===== src/sv/ecs_pkg.sv =====
// ----------------------------------------------------------------------------
// ecs_pkg
// Shared types and constants of the embedding cosine similarity unit.
// ----------------------------------------------------------------------------
`default_nettype none

package ecs_pkg;

    localparam int VOCAB_DEPTH_DEF = 4096;
    localparam int MAX_DIM_DEF     = 512;

    localparam int CFG_W   = 10;
    localparam int VAL_W   = 16;
    localparam int ROW_W   = 12;
    localparam int ID_W    = 13;
    localparam int SCORE_W = 32;
    localparam int MISS_W  = 16;
    localparam int ACC_W   = 48;
    localparam int SUM_W   = 48;
    localparam int RAD_W   = 64;
    localparam int ROOT_W  = 32;
    localparam int NUM_W   = 39;

    localparam logic [CFG_W-1:0] DIM_RESET = 10'd300;

    localparam logic FUNC_LOAD  = 1'b0;
    localparam logic FUNC_QUERY = 1'b1;

    typedef struct packed {
        logic busy;
        logic done;
    } unit_stat_t;

    // Clamp the Q18.30 accumulator into the 32-bit Q2.30 score range.
    function automatic logic signed [SCORE_W-1:0] sat_score(
        input logic signed [ACC_W-1:0] a);
        logic signed [ACC_W-1:0] hi;
        logic signed [ACC_W-1:0] lo;
        hi = ACC_W'(64'sh0000_0000_7FFF_FFFF);
        lo = ACC_W'(-64'sh0000_0000_8000_0000);
        if (a > hi)
        begin
            return 32'sh7FFF_FFFF;
        end
        else if (a < lo)
        begin
            return 32'sh8000_0000;
        end
        return a[SCORE_W-1:0];
    endfunction

endpackage

`default_nettype wire


===== src/sv/ecs_div.sv =====
// ----------------------------------------------------------------------------
// ecs_div
// Restoring unsigned divider, one quotient bit per cycle.
// ----------------------------------------------------------------------------
`default_nettype none

module ecs_div (
    input  wire logic                        clk,
    input  wire logic                        rst_n,
    input  wire logic                        start,
    input  wire logic [ecs_pkg::NUM_W-1:0]   numer,
    input  wire logic [ecs_pkg::ROOT_W-1:0]  denom,
    output      ecs_pkg::unit_stat_t         stat,
    output      logic [ecs_pkg::NUM_W-1:0]   quot
);

    logic [ecs_pkg::ROOT_W-1:0] rem_reg;
    logic [ecs_pkg::ROOT_W-1:0] den_reg;
    logic [ecs_pkg::NUM_W-1:0]  num_reg;
    logic [ecs_pkg::NUM_W-1:0]  q_reg;
    logic [5:0]                 iter_reg;
    logic                       busy_reg;
    logic                       done_reg;
    logic [ecs_pkg::ROOT_W:0]   shifted;
    logic [ecs_pkg::ROOT_W:0]   diff;
    logic                       fits;

    assign shifted = {rem_reg, num_reg[ecs_pkg::NUM_W-1]};
    assign fits    = (shifted >= {1'b0, den_reg});
    assign diff    = shifted - {1'b0, den_reg};

    always_ff @(posedge clk or negedge rst_n)
    begin
        if (!rst_n)
        begin
            busy_reg <= 1'b0;
            done_reg <= 1'b0;
            iter_reg <= '0;
        end
        else
        begin
            done_reg <= 1'b0;
            if (start)
            begin
                busy_reg <= 1'b1;
                iter_reg <= '0;
            end
            else if (busy_reg)
            begin
                iter_reg <= iter_reg + 6'd1;
                if (iter_reg == 6'(ecs_pkg::NUM_W - 1))
                begin
                    busy_reg <= 1'b0;
                    done_reg <= 1'b1;
                end
            end
        end
    end

    always_ff @(posedge clk)
    begin
        if (start)
        begin
            rem_reg <= '0;
            den_reg <= denom;
            num_reg <= numer;
            q_reg   <= '0;
        end
        else if (busy_reg)
        begin
            rem_reg <= fits ? diff[ecs_pkg::ROOT_W-1:0] : shifted[ecs_pkg::ROOT_W-1:0];
            num_reg <= {num_reg[ecs_pkg::NUM_W-2:0], 1'b0};
            q_reg   <= {q_reg[ecs_pkg::NUM_W-2:0], fits};
        end
    end

    assign stat.busy = busy_reg;
    assign stat.done = done_reg;
    assign quot      = q_reg;

endmodule

`default_nettype wire


===== config.mk =====
export PLATFORM = sky130hd
export DESIGN_NAME = ecs_div
export DESIGN_NICKNAME = d
export VERILOG_FILES = /design/src/sv/ecs_pkg.sv /design/src/sv/ecs_div.sv
export SDC_FILE = /design/constraint.sdc
export NUM_CORES = 1
export LEC_CHECK = 0
export BUFFER_PORTS_ARGS = -buffer_cell sky130_fd_sc_hd__buf_2
export CAP_MARGIN = 20
export CORE_ASPECT_RATIO = 0.5
export CORE_MARGIN = 2
export CORE_UTILIZATION = 35
export DETAILED_ROUTE_END_ITERATION = 6
export PLACE_DENSITY_LB_ADDON = 0.08
export SYNTH_ARGS = -nofsm -noshare
export SYNTH_HDL_FRONTEND = slang
export SYNTH_SLANG_ARGS = --single-unit

===== constraint.sdc =====
create_clock -name clk -period 4.06 [get_ports clk]
set_clock_uncertainty 0.1 [all_clocks]
set_input_delay 0.406 -clock clk [delete_from_list [all_inputs] [get_ports clk]]
set_output_delay 0.406 -clock clk [all_outputs]
set_load 0.01 [all_outputs]

; Word-level counts from Yosys, hierarchy flattened
; Index checks and enable logic that the tools add are counted.
[totals]
wordCells = 23
regBits = 150
[op_classes]
n_mux = 11
magnitude_cmp = 1
reduce_logical = 1
n_eq_ne = 1
n_addsub = 2
[op_table]
columns = operator, n
row1 = $mux W39, 2
row2 = $ge A33 B32 Y1, 1
row3 = $mux W32, 1
row4 = $sub A32 B32 Y32, 1
row5 = $mux W6, 2
row6 = $add A6 B1 Y6 const B, 1
row7 = $eq A6 B6 Y1 const B, 1
row8 = $mux W1, 6
row9 = $reduce_bool A2 Y1, 1

; Longest topological paths before layout
[logic_depth]
word_depth = 4
mapped_depth = 13

; Worst setup path after synthesis
; No wires, ideal clock.
[synth_timing]
path_kind = reg-to-reg
start = register den_reg[15] (netlist bit)
end = register rem_reg[30] (netlist bit)
path_stages_with_launch = 12
path_slack_ns = 1.158
synth_period_minus_slack_ns = 2.902
arrival_time_ns = 2.680
required_ns = 3.838
path_buffers = 0
path_cell_list = edfxtp_1 -> inv_1 -> ha_1 -> a21o_1 -> a211o_1 -> or4_4 -> a41oi_2 -> a21oi_2 -> a221o_2 -> a221oi_2 -> xor2_1 -> o21ai_1
[synth_via]
elab_chain_cells = 2
[synth_rtl]
columns = element, line_no
row1 = start: declaration, ecs_div.sv:18  ; logic [ecs_pkg::ROOT_W-1:0] den_reg;
row2 = start signal: assignment, ecs_div.sv:65  ; den_reg <= denom;
row3 = $sub A32 B32 Y32 / $ge A33 B32 Y1 (equally long branches), "ecs_div.sv:30, ecs_div.sv:29"
row4 = $mux W32 (*), ecs_div.sv:71  ; rem_reg <= fits ? diff[ecs_pkg::ROOT_W-1:0] : shifted[ecs_pkg::ROOT_W-1:0];
row5 = end signal: assignment, ecs_div.sv:71
row6 = end: declaration, ecs_div.sv:17  ; logic [ecs_pkg::ROOT_W-1:0] rem_reg;
; Every way passes the cells marked *; elsewhere a longest branch is shown, timed or not.
; A chain may end at the register's enable or synchronous reset.

; Final worst setup path
[layout_timing]
start = register den_reg[1] (netlist bit)
end = register rem_reg[4] (netlist bit)
; Same word-level chain as after synthesis.

==> impl_metrics.env <==
export IMPL_cts_tree="done"
export IMPL_dp_final_hpwl_um=11100
export IMPL_ant_nets=0
export IMPL_cts_resized_gates=0
export IMPL_grt_first_pass_wirelength_um=26200
export IMPL_track_usage_pct=15.3
export IMPL_power_mw=3.38
export IMPL_hold_viol_final=0
export IMPL_crit_path_start="den_reg[1]"
export IMPL_die_h_um=106
export IMPL_cts_buffers=17
export IMPL_synth_edf_count=71
export IMPL_critPathLaunchType="register"
export IMPL_pin_count=115
export IMPL_r2r_start="den_reg[1]"
export IMPL_grt_overflow=0
export IMPL_cp_max_fo=22
export IMPL_min_period_over_period_pct=83.3
export IMPL_place_ws_ns=0.667
export IMPL_slew_viol_final=0
export IMPL_syn_area_mm2=0.00726
export IMPL_synth_seq_cells=150
export IMPL_num_vias=5190
export IMPL_cap_violations=0
export IMPL_die_x_um=208
export IMPL_antenna_found_initial=1
export IMPL_grt_pass1_vias=5123
export IMPL_post_dp_cell_area_mm2=0.00811
export IMPL_synth_nets=779
export IMPL_core_mm2=0.0205
export IMPL_initial_core_util_pct=35.5
export IMPL_timing_fmax_mhz=296
export IMPL_period_needed_ns=3.38
export IMPL_placementRows=37
export IMPL_hp_class="in -> reg"
export IMPL_clkSlewWorstSetupHoldPaths_ns=0.06
export IMPL_instances_no_fill=1068
export IMPL_rsz0062_at_grt="no"
export IMPL_p_leak_nw=4.02
export IMPL_routed_via_density=4.86
export IMPL_port_buffer_count=114
export IMPL_clk_path_buf_depth=2
export IMPL_crit_type="reg -> reg"
export IMPL_layout_drive_gt1_share_pct=25.8
export IMPL_hold_start="denom[26]"
export IMPL_place_congestion=0.800
export IMPL_clk_latency_ns=0.44
export IMPL_async_flop_share_pct=5.33
export IMPL_finalWorstSetupSlack_ns=0.679
export IMPL_finalInstanceArea_mm2=0.00865
export IMPL_first_iter_violations=166
export IMPL_status="completed"
export IMPL_ir_worst_vdd_mv=0.233
export IMPL_end_kind="register"
export IMPL_drt_pass1_iter_count=4
export IMPL_ys_types=58
export IMPL_p_per_area_mw_per_mm2=390
export IMPL_finish_utilization_pct=42.3
export IMPL_syn_area_per_cell_um2=10.8
export IMPL_cp_required_ns=4.30
export IMPL_fin_setup_tns_ns=0
export IMPL_hold_ws_ns=0.0407
export IMPL_synth_warnings=0
export IMPL_worstPathArrival_ns=3.63
export IMPL_clockRootBuffer="clkbuf_16"
export IMPL_worst_pin_slew_ns=0.683
export IMPL_synth_ff_type="edfxtp_1"
export IMPL_cts_hold_buf=1
export IMPL_drc=0
export IMPL_dp_cells=1033
export IMPL_relSlewSlack_pct=54.5
export IMPL_grt_max_degree=61
export IMPL_htreeDepth=4
export IMPL_fin_nets=890
export IMPL_cts_sinks=150
export IMPL_setup_viol=0
export IMPL_post_cts_buffers=0
export IMPL_synth_cells=670
export IMPL_syn_to_final_growth_pct=19.2
export IMPL_wl_per_cell_um=15.0
export IMPL_yosysSeqAreaShare_pct=51.7
export IMPL_drt_wl_total_um=16000
export IMPL_dieArea_mm2=0.0220
==> path summary, 6_finish.rpt <==
path	to	slack, ns	cells after the start
worst max-delay path	rem_reg[4]	0.68	10
worst min-delay path	den_reg[26]	0.04	1
worst max register to register	rem_reg[4]	0.68	10
worst min register to register	rem_reg[2]	0.38	2
max in group asynchronous	busy_reg	3.41	2
min in group asynchronous	iter_reg[4]	0.26	2
==> synth_stat cells (3+ instances only) <==
cell      count  share of area [%]
a21o_1       18                1.9
nand2b_1      6               0.52
nor3_1        3               0.21
xnor2_1      13                1.6
a21oi_1      26                1.8
a21o_2        3               0.36
a31oi_1       4               0.34
edfxtp_1     71                 29
nor2b_1       3               0.26
dfxtp_1      71                 20
nand2_1      53                2.7
buf_2         4               0.28
mux2i_1      40                5.5
a211oi_1      7               0.72
buf_1         9               0.47
o21a_1        3               0.31
nand4_1       7               0.60
a32oi_1       8               0.97
nor2_1       75                3.9
inv_1        38                2.0
mux2_2       38                5.9
or3_1         4               0.34
nand3_1       4               0.28
clkbuf_1     17               0.88
a311oi_1     13                1.6
ha_1         34                5.9
xor2_1       20                2.4
o21ai_0      37                2.6
dfrtp_1       8                2.8
==> per-layer routing <==
layer,track usage (%),part of all wire (%),vias to the layer above
li1,-,-,2636
met1,20.1,49,2454
met2,23.1,44,81
met3,6.02,5.3,17
met4,4.66,1.3,2
met5,0,0.10,-
==> power by group <==
group / leakage, nW / switching, mW / total, mW / internal (mW)
clock: 0.270 / 0.640 / 1.45 / 0.806
sequential: 1.40 / 0.0220 / 1.68 / 1.66
combinational: 2.34 / 0.129 / 0.246 / 0.117
==> kinds of logic after synthesis <==
family	Yosys count	share of synthesized area, %
adder cells (fa/ha/maj)	35	6.14
flip-flops	150	51.7
XOR/XNOR	33	3.98
AO/OA/AOI/OAI	136	12.8
buffers and inverters	70	3.79
AND/OR/NAND/NOR	168	10.2
multiplexers	78	11.4
==> layout by cell type, fill, tap and decap left out, types with 4 or more instances in the layout <==
master	count
ha_1	34
buf_4	10
or3_1	4
o21ai_0	37
a21oi_1	26
dfxtp_1	71
a211oi_1	7
nand3_1	4
a21o_1	18
dfrtp_1	7
xor2_1	20
a311oi_1	13
buf_2	113
a32oi_1	8
inv_1	38
mux2i_1	40
nand2b_1	6
nand2_1	53
a31oi_1	4
edfxtp_1	71
nand4_1	7
mux2_2	38
clkbuf_16	17
nor2_1	75
xnor2_1	13
==> critical path, stage by stage (launching register included) <==
cell,delay (ns)
edfxtp_1,0.37
inv_1,0.05
ha_1,0.28
nor2b_1,0.12
o21ai_0,0.10
o21ai_0,0.52
a211oi_2,0.24
o2111a_1,0.32
or2_2,0.52
or3_1,0.43
a311oi_1,0.24
==> layout make-up <==
class / instances / area (µm²)
clock inverter: 10 / 72.6
fill: 2034 / 11800
multi-input combinational: 450 / 3230
sequential: 150 / 3760
clock buffer: 22 / 457
inverter: 38 / 143
antenna: 1 / 2.50
tap: 273 / 342
timing repair buffer: 124 / 651
(Power assumes the default switching activity.)
