===== src/sv/ecs_pkg.sv =====
// ----------------------------------------------------------------------------
// ecs_pkg
// Shared types and constants of the embedding cosine similarity unit.
// ----------------------------------------------------------------------------
`default_nettype none

package ecs_pkg;

    localparam int VOCAB_DEPTH_DEF = 4096;
    localparam int MAX_DIM_DEF     = 512;

    localparam int CFG_W   = 10;
    localparam int VAL_W   = 16;
    localparam int ROW_W   = 12;
    localparam int ID_W    = 13;
    localparam int SCORE_W = 32;
    localparam int MISS_W  = 16;
    localparam int ACC_W   = 48;
    localparam int SUM_W   = 48;
    localparam int RAD_W   = 64;
    localparam int ROOT_W  = 32;
    localparam int NUM_W   = 39;

    localparam logic [CFG_W-1:0] DIM_RESET = 10'd300;

    localparam logic FUNC_LOAD  = 1'b0;
    localparam logic FUNC_QUERY = 1'b1;

    typedef struct packed {
        logic busy;
        logic done;
    } unit_stat_t;

    // Clamp the Q18.30 accumulator into the 32-bit Q2.30 score range.
    function automatic logic signed [SCORE_W-1:0] sat_score(
        input logic signed [ACC_W-1:0] a);
        logic signed [ACC_W-1:0] hi;
        logic signed [ACC_W-1:0] lo;
        hi = ACC_W'(64'sh0000_0000_7FFF_FFFF);
        lo = ACC_W'(-64'sh0000_0000_8000_0000);
        if (a > hi)
        begin
            return 32'sh7FFF_FFFF;
        end
        else if (a < lo)
        begin
            return 32'sh8000_0000;
        end
        return a[SCORE_W-1:0];
    endfunction

endpackage

`default_nettype wire


===== src/sv/ecs_mac.sv =====
// ----------------------------------------------------------------------------
// ecs_mac
// Multiply-accumulate: registered 16x16 product, then 48-bit accumulate.
// ----------------------------------------------------------------------------
`default_nettype none

module ecs_mac (
    input  wire logic                               clk,
    input  wire logic                               rst_n,
    input  wire logic                               clear,
    input  wire logic                               in_vld,
    input  wire logic signed [ecs_pkg::VAL_W-1:0]   a,
    input  wire logic signed [ecs_pkg::VAL_W-1:0]   b,
    output      logic                               busy,
    output      logic signed [ecs_pkg::ACC_W-1:0]   acc
);

    logic signed [2*ecs_pkg::VAL_W-1:0] prod_reg;
    logic                               prod_vld_reg;
    logic signed [ecs_pkg::ACC_W-1:0]   acc_reg;

    always_ff @(posedge clk or negedge rst_n)
    begin
        if (!rst_n)
        begin
            prod_vld_reg <= 1'b0;
        end
        else
        begin
            prod_vld_reg <= in_vld;
        end
    end

    always_ff @(posedge clk)
    begin
        prod_reg <= a * b;
        if (clear)
        begin
            acc_reg <= '0;
        end
        else if (prod_vld_reg)
        begin
            acc_reg <= acc_reg + ecs_pkg::ACC_W'(prod_reg);
        end
    end

    assign busy = prod_vld_reg;
    assign acc  = acc_reg;

endmodule

`default_nettype wire


===== config.mk =====
export PLATFORM = sky130hd
export DESIGN_NAME = ecs_mac
export DESIGN_NICKNAME = d
export VERILOG_FILES = /design/src/sv/ecs_pkg.sv /design/src/sv/ecs_mac.sv
export SDC_FILE = /design/constraint.sdc
export NUM_CORES = 1
export LEC_CHECK = 0
export BUFFER_PORTS_ARGS = -buffer_cell sky130_fd_sc_hd__buf_2
export CAP_MARGIN = 20
export CORE_AREA = 2 2 163 165
export CTS_CLUSTER_SIZE = 30
export DETAILED_ROUTE_END_ITERATION = 10
export DIE_AREA = 0 0 165 167
export PLACE_DENSITY = 0.76
export SYNTH_ARGS = -nofsm -noshare
export SYNTH_HDL_FRONTEND = slang
export SYNTH_SLANG_ARGS = --single-unit

===== constraint.sdc =====
create_clock -name clk -period 2.67 [get_ports clk]
set_input_delay 0.1335 -clock clk [delete_from_list [all_inputs] [get_ports clk]]
set_output_delay 0.1335 -clock clk [all_outputs]
set_load 0.02 [all_outputs]

# == After elaboration in Yosys (flattened, before gate mapping) ==
# Cells that the tools add are included.
# totals
ff_bits,81
in_bits,36
output_inout_bits,49
elab_cells,5
# classes
addsub,1
multipliers,1
# op_table
operator,count
48-bit by 32-bit adder with 48-bit output,1
16-bit by 16-bit multiplier with 32-bit output,1

# == Depth between registers and ports, before layout ==
# Gate-level depths: netlist (run 1).
# depth
depth_word,1
depth_mapped,25
depth_no_buf,24

# == Least setup slack after synthesis (run 1) ==
# No wires, ideal clock.
# synth_timing
path_type,input-to-reg
startpoint,input port b[1] (netlist name)
endpoint,register prod_reg[30] (netlist name)
setup_ns,0.072
arrival_time_ns,5.550
t_required_ns,2.598
slack_ns,-2.952
cell_stages,23
path_buffers,1
path_cell_list,clkbuf_1 -> and2_1 -> fa_1 -> fa_1 -> ha_1 -> inv_1 -> fa_1 -> inv_1 -> fa_1 -> inv_1 -> fa_1 -> inv_1 -> ha_1 -> a2111oi_2 -> o21ai_1 -> a21boi_1 -> a211o_1 -> a221o_1 -> a21bo_2 -> a21oi_2 -> o21bai_1 -> a21oi_2 -> xnor2_1
# synth_via
elab_chain_cells,1
# synth_rtl
element,line,text
start: declaration,ecs_mac.sv:13,"input wire logic signed [ecs_pkg::VAL_W-1:0] b,"
16-bit by 16-bit multiplier with 32-bit output,ecs_mac.sv:36,prod_reg <= a * b;
end signal: assignment,ecs_mac.sv:36,
end: declaration,ecs_mac.sv:18,logic signed [2*ecs_pkg::VAL_W-1:0] prod_reg;
# Every way passes these cells.
# A chain may end at the register's enable or synchronous reset.

# == Worst setup path in the final report (run 1) ==
# layout_timing
startpoint,input port a[3] (netlist name)
endpoint,register prod_reg[20] (netlist name)
# layout_via
elab_chain_cells,1
# layout_rtl
element,line,text
start: declaration,ecs_mac.sv:12,"input wire logic signed [ecs_pkg::VAL_W-1:0] a,"
16-bit by 16-bit multiplier with 32-bit output,ecs_mac.sv:36,
# Every way passes these cells.

==> flow_metrics.env, run 1 <==
export IMPL_grtUsageMet1_pct=37.97
export IMPL_setup_tns_ns=-54.32
export IMPL_grt_busiest_layer="met2"
export IMPL_r2r_slack_ns=-0.24
export IMPL_vias=13330
export IMPL_synth_cell_area_mm2=0.01478
export IMPL_drt_initial_drc_count=1057
export IMPL_grt_pass1_vias=14000
export IMPL_violations="setup timing"
export IMPL_ys_flop_type="dfxtp_1"
export IMPL_clk_latency_ns=0.35
export IMPL_hold_path_class="primary input to async pin"
export IMPL_largest_register_ffs=48
export IMPL_worst_hold_slack_ns=0.1024
export IMPL_final_cell_count_no_fill=2388
export IMPL_die_w_um=165
export IMPL_dp_cells=2333
export IMPL_end_kind="register"
export IMPL_ys_warn_count=0
export IMPL_timing_rr_start="acc[22]"
export IMPL_clock_path_buffers=2
export IMPL_syn_to_final_growth_pct=34.46
export IMPL_critical_path_cell_count=23
export IMPL_yosysTopAreaCellShare_pct=35.63
export IMPL_gr_usage_met3_pct=3.611
export IMPL_crit_top_cell="fa_1"
export IMPL_cp_start_kind="primary input"
export IMPL_num_io_pins=85
export IMPL_async_flop_share_pct=1.235
export IMPL_gr_total_overflow=0
export IMPL_synth_seq_cells=81
export IMPL_final_cell_mix="307 x buf_4, 306 x inv_1, 249 x fa_1"
export IMPL_syn_nets=2099
export IMPL_fp_row_count=59
export IMPL_rsz0062_at_grt="yes"
export IMPL_clkTransAtPathRegs_ns=0.06
export IMPL_n_antenna_cell=0
export IMPL_status="complete, but fails checks"
export IMPL_yosysSeqAreaShare_pct=11.01
export IMPL_finalSetupViolations=42
export IMPL_critPathKind="primary input to register"
export IMPL_synth_avg_cell_area_um2=8.843
export IMPL_netlist_top_cells_area="fa_1 36%, ha_1 11%, dfxtp_1 11%, inv_1 8.5%, and2_1 5.4%"
export IMPL_synth_edf_count=0
export IMPL_cp_top_family="adder cells"
export IMPL_mostFrequentLayoutCell="buf_4"
export IMPL_antenna_left=0
export IMPL_crit_path_max_incr_delay_ns=0.55
export IMPL_cp_arrival_ns=5.67
export IMPL_drt_first_pass_iters=6
export IMPL_port_buffers=84
export IMPL_drive_gt1_share_pct=32.25
export IMPL_path_buf_inv=6
export IMPL_start_util_pct=57.36
export IMPL_synth_top_cell_by_area="fa_1"
export IMPL_avgRoutedWirePerCell_um=18.02
export IMPL_cts_tree="done"
export IMPL_coreArea_mm2=0.02576
export IMPL_cts_buffers=9
export IMPL_htree_levels=3
export IMPL_route_detailed_drc=0
export IMPL_use_met2_pct=52.92
export IMPL_worstMarginPinSlew_ns=0.7343
export IMPL_pre_cts_ws_ns=-3.197
export IMPL_critPathLaunch="a[3]"
export IMPL_setup_slack_ns=-2.737
export IMPL_grt_pass1_wl_um=66620
export IMPL_place_congestion=0.9488
export IMPL_grt_max_degree=52
export IMPL_fmax_mhz=185.0
export IMPL_layout_nets=2476
export IMPL_clock_skew_ns=0.01140
export IMPL_cts_sinks=81
export IMPL_cp_max_fo=8
export IMPL_hold_viol=0
export IMPL_cp_cell_sequence="buf_8 > and2_4 > fa_1 > fa_1 > ha_2 > inv_2 > fa_1 > inv_1 > fa_1 > inv_2 > fa_1 > inv_2 > ha_4 > a2111oi_4 > o21ai_1 > a21boi_2 > a211o_1 > a221o_1 > buf_4 > a21o_1 > a21o_1 > a21oi_2 > xnor2_1"
export IMPL_drv_cap=0
export IMPL_wirelength_um=43030
export IMPL_worst_ep_required_time_ns=2.93
export IMPL_root_buffer="clkbuf_16"
export IMPL_drv_slew=0
export IMPL_grt_util_all_layers_pct=30.09
export IMPL_synthCells=1671
export IMPL_antenna_found_initial=0
export IMPL_slew_limit_headroom_pct=51.05
export IMPL_yosysUniqueCellTypes=69
export IMPL_viasPerCell=5.582
export IMPL_die_y_um=167
export IMPL_crit_path_top_delay_cell="fa_1"
export IMPL_dp_hpwl_um=31900
export IMPL_period_needed_ns=5.407
export IMPL_r2r_cells=12
export IMPL_period_share_pct=202.5
export IMPL_dieArea_mm2=0.02756
[synth_stat cells, types with 4 or more instances]
cell type / n
mux2i_1: 28
o21ai_0: 38
a21oi_2: 4
nand2_1: 166
o22ai_1: 4
nor2b_1: 6
a31oi_1: 11
o21a_1: 12
xnor2_1: 48
nor3_1: 15
nor2_1: 90
a211oi_1: 13
a21boi_0: 4
nand2b_1: 10
xor2_1: 17
dfxtp_1: 80
fa_1: 263
nand3_1: 16
o211ai_1: 4
nand4_1: 11
ha_1: 129
a21oi_1: 64
a21o_1: 38
and2_1: 128
or3_1: 6
o21ai_1: 4
inv_1: 334
o21bai_1: 12
clkbuf_1: 52
[through the flow]
step | instance area, um^2 | utilization (%)
after floorplan | 15270 | -
after global placement | 17980 | 69.78
after detailed placement | 17980 | 69.78
after CTS | 19190 | 74.48
after global routing | 19870 | 77.12
final | 19870 | 77.12
[layer usage]
layer  part of all wire (%)  wire length [um]
met4                    4.2              1821
met3                    5.6              2403
met2                     51             21730
met5                      0                 0
met1                     40             17070
[area by class of cell]
| type | instances | area (um^2) |
|---|---|---|
| fillers | 1564 | 5894 |
| inverters | 334 | 1254 |
| clock inverters | 5 | 78.83 |
| repair buffers | 421 | 3332 |
| multi-input cells | 1201 | 12900 |
| clock buffers | 11 | 242.7 |
| flip-flops and latches | 81 | 1645 |
| well taps | 335 | 419.2 |
[cell families after synthesis]
logic type      after synthesis  synth area share [%]
fa+ha+maj                   392                 46.55
compound gates              249                 11.40
simple gates                466                 15.33
buf+inv                     389                 9.890
mux                          29                 1.973
xor+xnor                     65                 3.853
flops                        81                 11.01
[final timing paths]
check,to
max,prod_reg[20]
min,busy
max reg2reg,acc[47]
min reg2reg,acc[31]
max in group asynchronous,busy
min in group clk,acc[29]
[worst reg2reg max path: cells and delay by family, from the launching register on]
kind	cells	cell delay [ns]
buffers and inverters	1	0.15
and+or+nand+nor	2	0.15
DFF	1	0.31
adders and majority gates	1	0.31
AOI/OAI and AO/OA	6	1.38
xor gates and xnor gates	1	0.16
muxes	1	0.34
[timing repair]
item	CTS	global route
pin swaps	77	74
resized for setup	165	121
setup buffers	27	16
cloned	0	3
hold buffers	2	0
setup endpoints to repair	48	54
hold endpoints to repair	2	0
Power of run 1 is left out: the tool's default activity adds up to more than one toggle a clock period on the data nets, which glitch-free logic cannot reach.
==> inputs of run 2 (changes only) <==
Settings changed: ABC_AREA set to 1, CORE_AREA 2 2 163 165 to 2 2 172 174, DIE_AREA 0 0 165 167 to 0 0 174 176, PLACE_DENSITY 0.76 to 0.77.
==> flow_metrics.env, run 2 <==
export IMPL_critPathKind="primary input to register"
export IMPL_final_cell_mix="607 x inv_1, 545 x nand2_1, 240 x fa_1"
export IMPL_dieArea_mm2=0.03062
export IMPL_port_buffers=84
export IMPL_yosysUniqueCellTypes=40
export IMPL_grt_pass1_wl_um=79900
export IMPL_clk_latency_ns=0.37
export IMPL_async_flop_share_pct=1.235
export IMPL_worstMarginPinSlew_ns=1.068
export IMPL_period_share_pct=177.8
export IMPL_die_y_um=176
export IMPL_timing_rr_start="acc[0]"
export IMPL_grt_max_degree=76
export IMPL_drt_first_pass_iters=6
export IMPL_synth_most_common_cell="inv_1"
export IMPL_fin_util_pct=73.79
export IMPL_netlist_top_cells_area="fa_1 31%, inv_1 15%, nand2_1 13%, ha_1 9.6%, dfxtp_1 9.5%"
export IMPL_cp_start_kind="primary input"
export IMPL_viasPerCell=5.222
export IMPL_yosysSeqAreaShare_pct=9.672
export IMPL_coreArea_mm2=0.02855
export IMPL_route_detailed_drc=0
export IMPL_dp_hpwl_um=40110
export IMPL_grt_util_all_layers_pct=32.69
export IMPL_hold_viol=0
export IMPL_status="complete, but fails checks"
export IMPL_end_kind="register"
export IMPL_worst_hold_slack_ns=0.06467
export IMPL_syn_to_final_growth_pct=25.27
export IMPL_ys_flop_type="dfxtp_1"
export IMPL_r2r_slack_ns=0.17
export IMPL_synth_edf_count=0
export IMPL_yosysTopAreaCellShare_pct=31.31
export IMPL_gr_total_overflow=0
export IMPL_wirelength_um=49560
export IMPL_root_buffer="clkbuf_16"
export IMPL_layout_nets=3083
export IMPL_drv_cap=0
export IMPL_antenna_left=0
export IMPL_clock_skew_ns=0.01212
export IMPL_grt_pass1_vias=16640
export IMPL_setup_slack_ns=-2.077
export IMPL_avgRoutedWirePerCell_um=16.28
export IMPL_num_io_pins=85
export IMPL_synth_top_cell_by_area="fa_1"
export IMPL_rsz0062_at_grt="yes"
export IMPL_violations="setup timing"
export IMPL_mostFrequentLayoutCell="inv_1"
export IMPL_synth_seq_cells=81
export IMPL_cp_arrival_ns=5.00
export IMPL_cp_max_fo=5
export IMPL_hold_path_class="primary input to async pin"
export IMPL_critPathLaunch="b[15]"
export IMPL_antenna_found_initial=0
export IMPL_n_antenna_cell=0
export IMPL_syn_nets=2857
export IMPL_period_needed_ns=4.747
export IMPL_ys_warn_count=0
export IMPL_cts_buffers=9
export IMPL_crit_end="prod_reg[30]"
export IMPL_slew_limit_headroom_pct=28.82
export IMPL_clock_path_buffers=2
export IMPL_clkTransAtPathRegs_ns=0.07
export IMPL_drv_slew=0
export IMPL_die_w_um=174
export IMPL_start_util_pct=58.91
export IMPL_synthCells=2429
export IMPL_drive_gt1_share_pct=23.05
export IMPL_vias=15900
export IMPL_r2r_cells=15
export IMPL_largest_register_ffs=48
export IMPL_htree_levels=3
export IMPL_finalSetupViolations=27
export IMPL_fp_row_count=62
export IMPL_drt_initial_drc_count=1192
export IMPL_synth_cell_area_mm2=0.01682
export IMPL_cts_tree="done"
export IMPL_place_congestion=0.9813
export IMPL_worst_ep_required_time_ns=2.92
export IMPL_synth_avg_cell_area_um2=6.924
export IMPL_reg2reg_to="acc[32]"
export IMPL_synth_top_cells_by_count="669 x inv_1, 604 x nand2_1, 263 x fa_1, 204 x nor2_1, 129 x ha_1"
export IMPL_cts_sinks=81
export IMPL_fmax_mhz=210.7
[run 2: changes by cell type in the layout (fill, tap and decap cells not counted), moves of 24 or more]
cell,previous run,this run
and2_4,28,0
inv_2,28,61
nand2_1,154,545
buf_4,307,162
nor2_1,86,180
o21ai_0,22,46
inv_1,306,607
a21o_1,38,13
nand3_1,13,65
mux2i_1,28,0
and2_1,100,0
nand2_2,7,53
[run 2: area by class of cell]
class | instances | area (um^2)
multi-input combinational | 1604 | 13720
fill | 2188 | 7481
inverter | 671 | 2527
timing repair buffer | 288 | 2402
sequential | 81 | 1628
tap | 384 | 480.5
clock buffer | 9 | 225.2
clock inverter | 7 | 83.83
[run 2: how the worst min path moves through the flow]
stage / start / to / slack, ns / cells past startpoint
after CTS: rst_n / busy / 0.08 / 2
after global routing: rst_n / busy / 0.07 / 2
after detailed placement: rst_n / busy / -0.09 / 1
after global placement: rst_n / busy / -0.09 / 1
after floorplan: rst_n / busy / -0.16 / 0
final: rst_n / busy / 0.06 / 2
[run 2: kinds of logic after synthesis]
group,after synthesis,share of synthesized area [%]
flip-flops,81,9.672
adder cells (fa/ha/maj),392,40.90
AO/OA/AOI/OAI,199,6.592
XOR/XNOR,57,2.969
AND/OR/NAND/NOR,956,23.12
buffers and inverters,744,16.74
[run 2: worst max-delay path: stages]
cell,delay [ns]
buf_6,0.07
clkinvlp_4,0.12
buf_6,0.17
or2_4,0.22
fa_1,0.45
fa_1,0.49
inv_1,0.05
fa_1,0.51
fa_2,0.45
fa_1,0.48
inv_1,0.05
fa_1,0.51
inv_2,0.05
ha_4,0.25
a21oi_4,0.20
inv_2,0.08
a21oi_4,0.19
o21bai_1,0.11
a21oi_1,0.18
nand2_2,0.08
xor2_1,0.15
[run 2: per-stage QoR]
| step | setup TNS (ns) | worst slack [ns] | instances | instance area (um^2) |
|---|---|---|---|---|
| after CTS | -44.49 | -2.029 | 3033 | 20560 |
| after global placement | -55.37 | -2.459 | 2995 | 19320 |
| after global routing | -49.91 | -2.227 | 3044 | 21070 |
| after floorplan | -46.58 | -2.161 | 2429 | 17760 |
| after detailed placement | -57.66 | -2.546 | 2995 | 19320 |
| final | -46.55 | -2.077 | 3044 | 21070 |
[run 2: layer usage]
metal / global-route usage (%) / vias up / wire length, um
met4: 13.76 / 0 / 2064
met3: 3.424 / 144 / 2591
met2: 59.91 / 567 / 25130
met5: 0 / - / 0
li1: - / 7549 / -
met1: 39.22 / 7636 / 19770
[run 2: repair_timing]
item | CTS | global route
endpoints found under the setup margin | 27 | 27
buffers inserted | 21 | 15
hold buffers | 2 | 0
resized for setup | 206 | 129
endpoints found under the hold margin | 2 | 0
pin swaps | 90 | 89
cloned | 1 | 0
Power of run 2 is left out for the same reason.
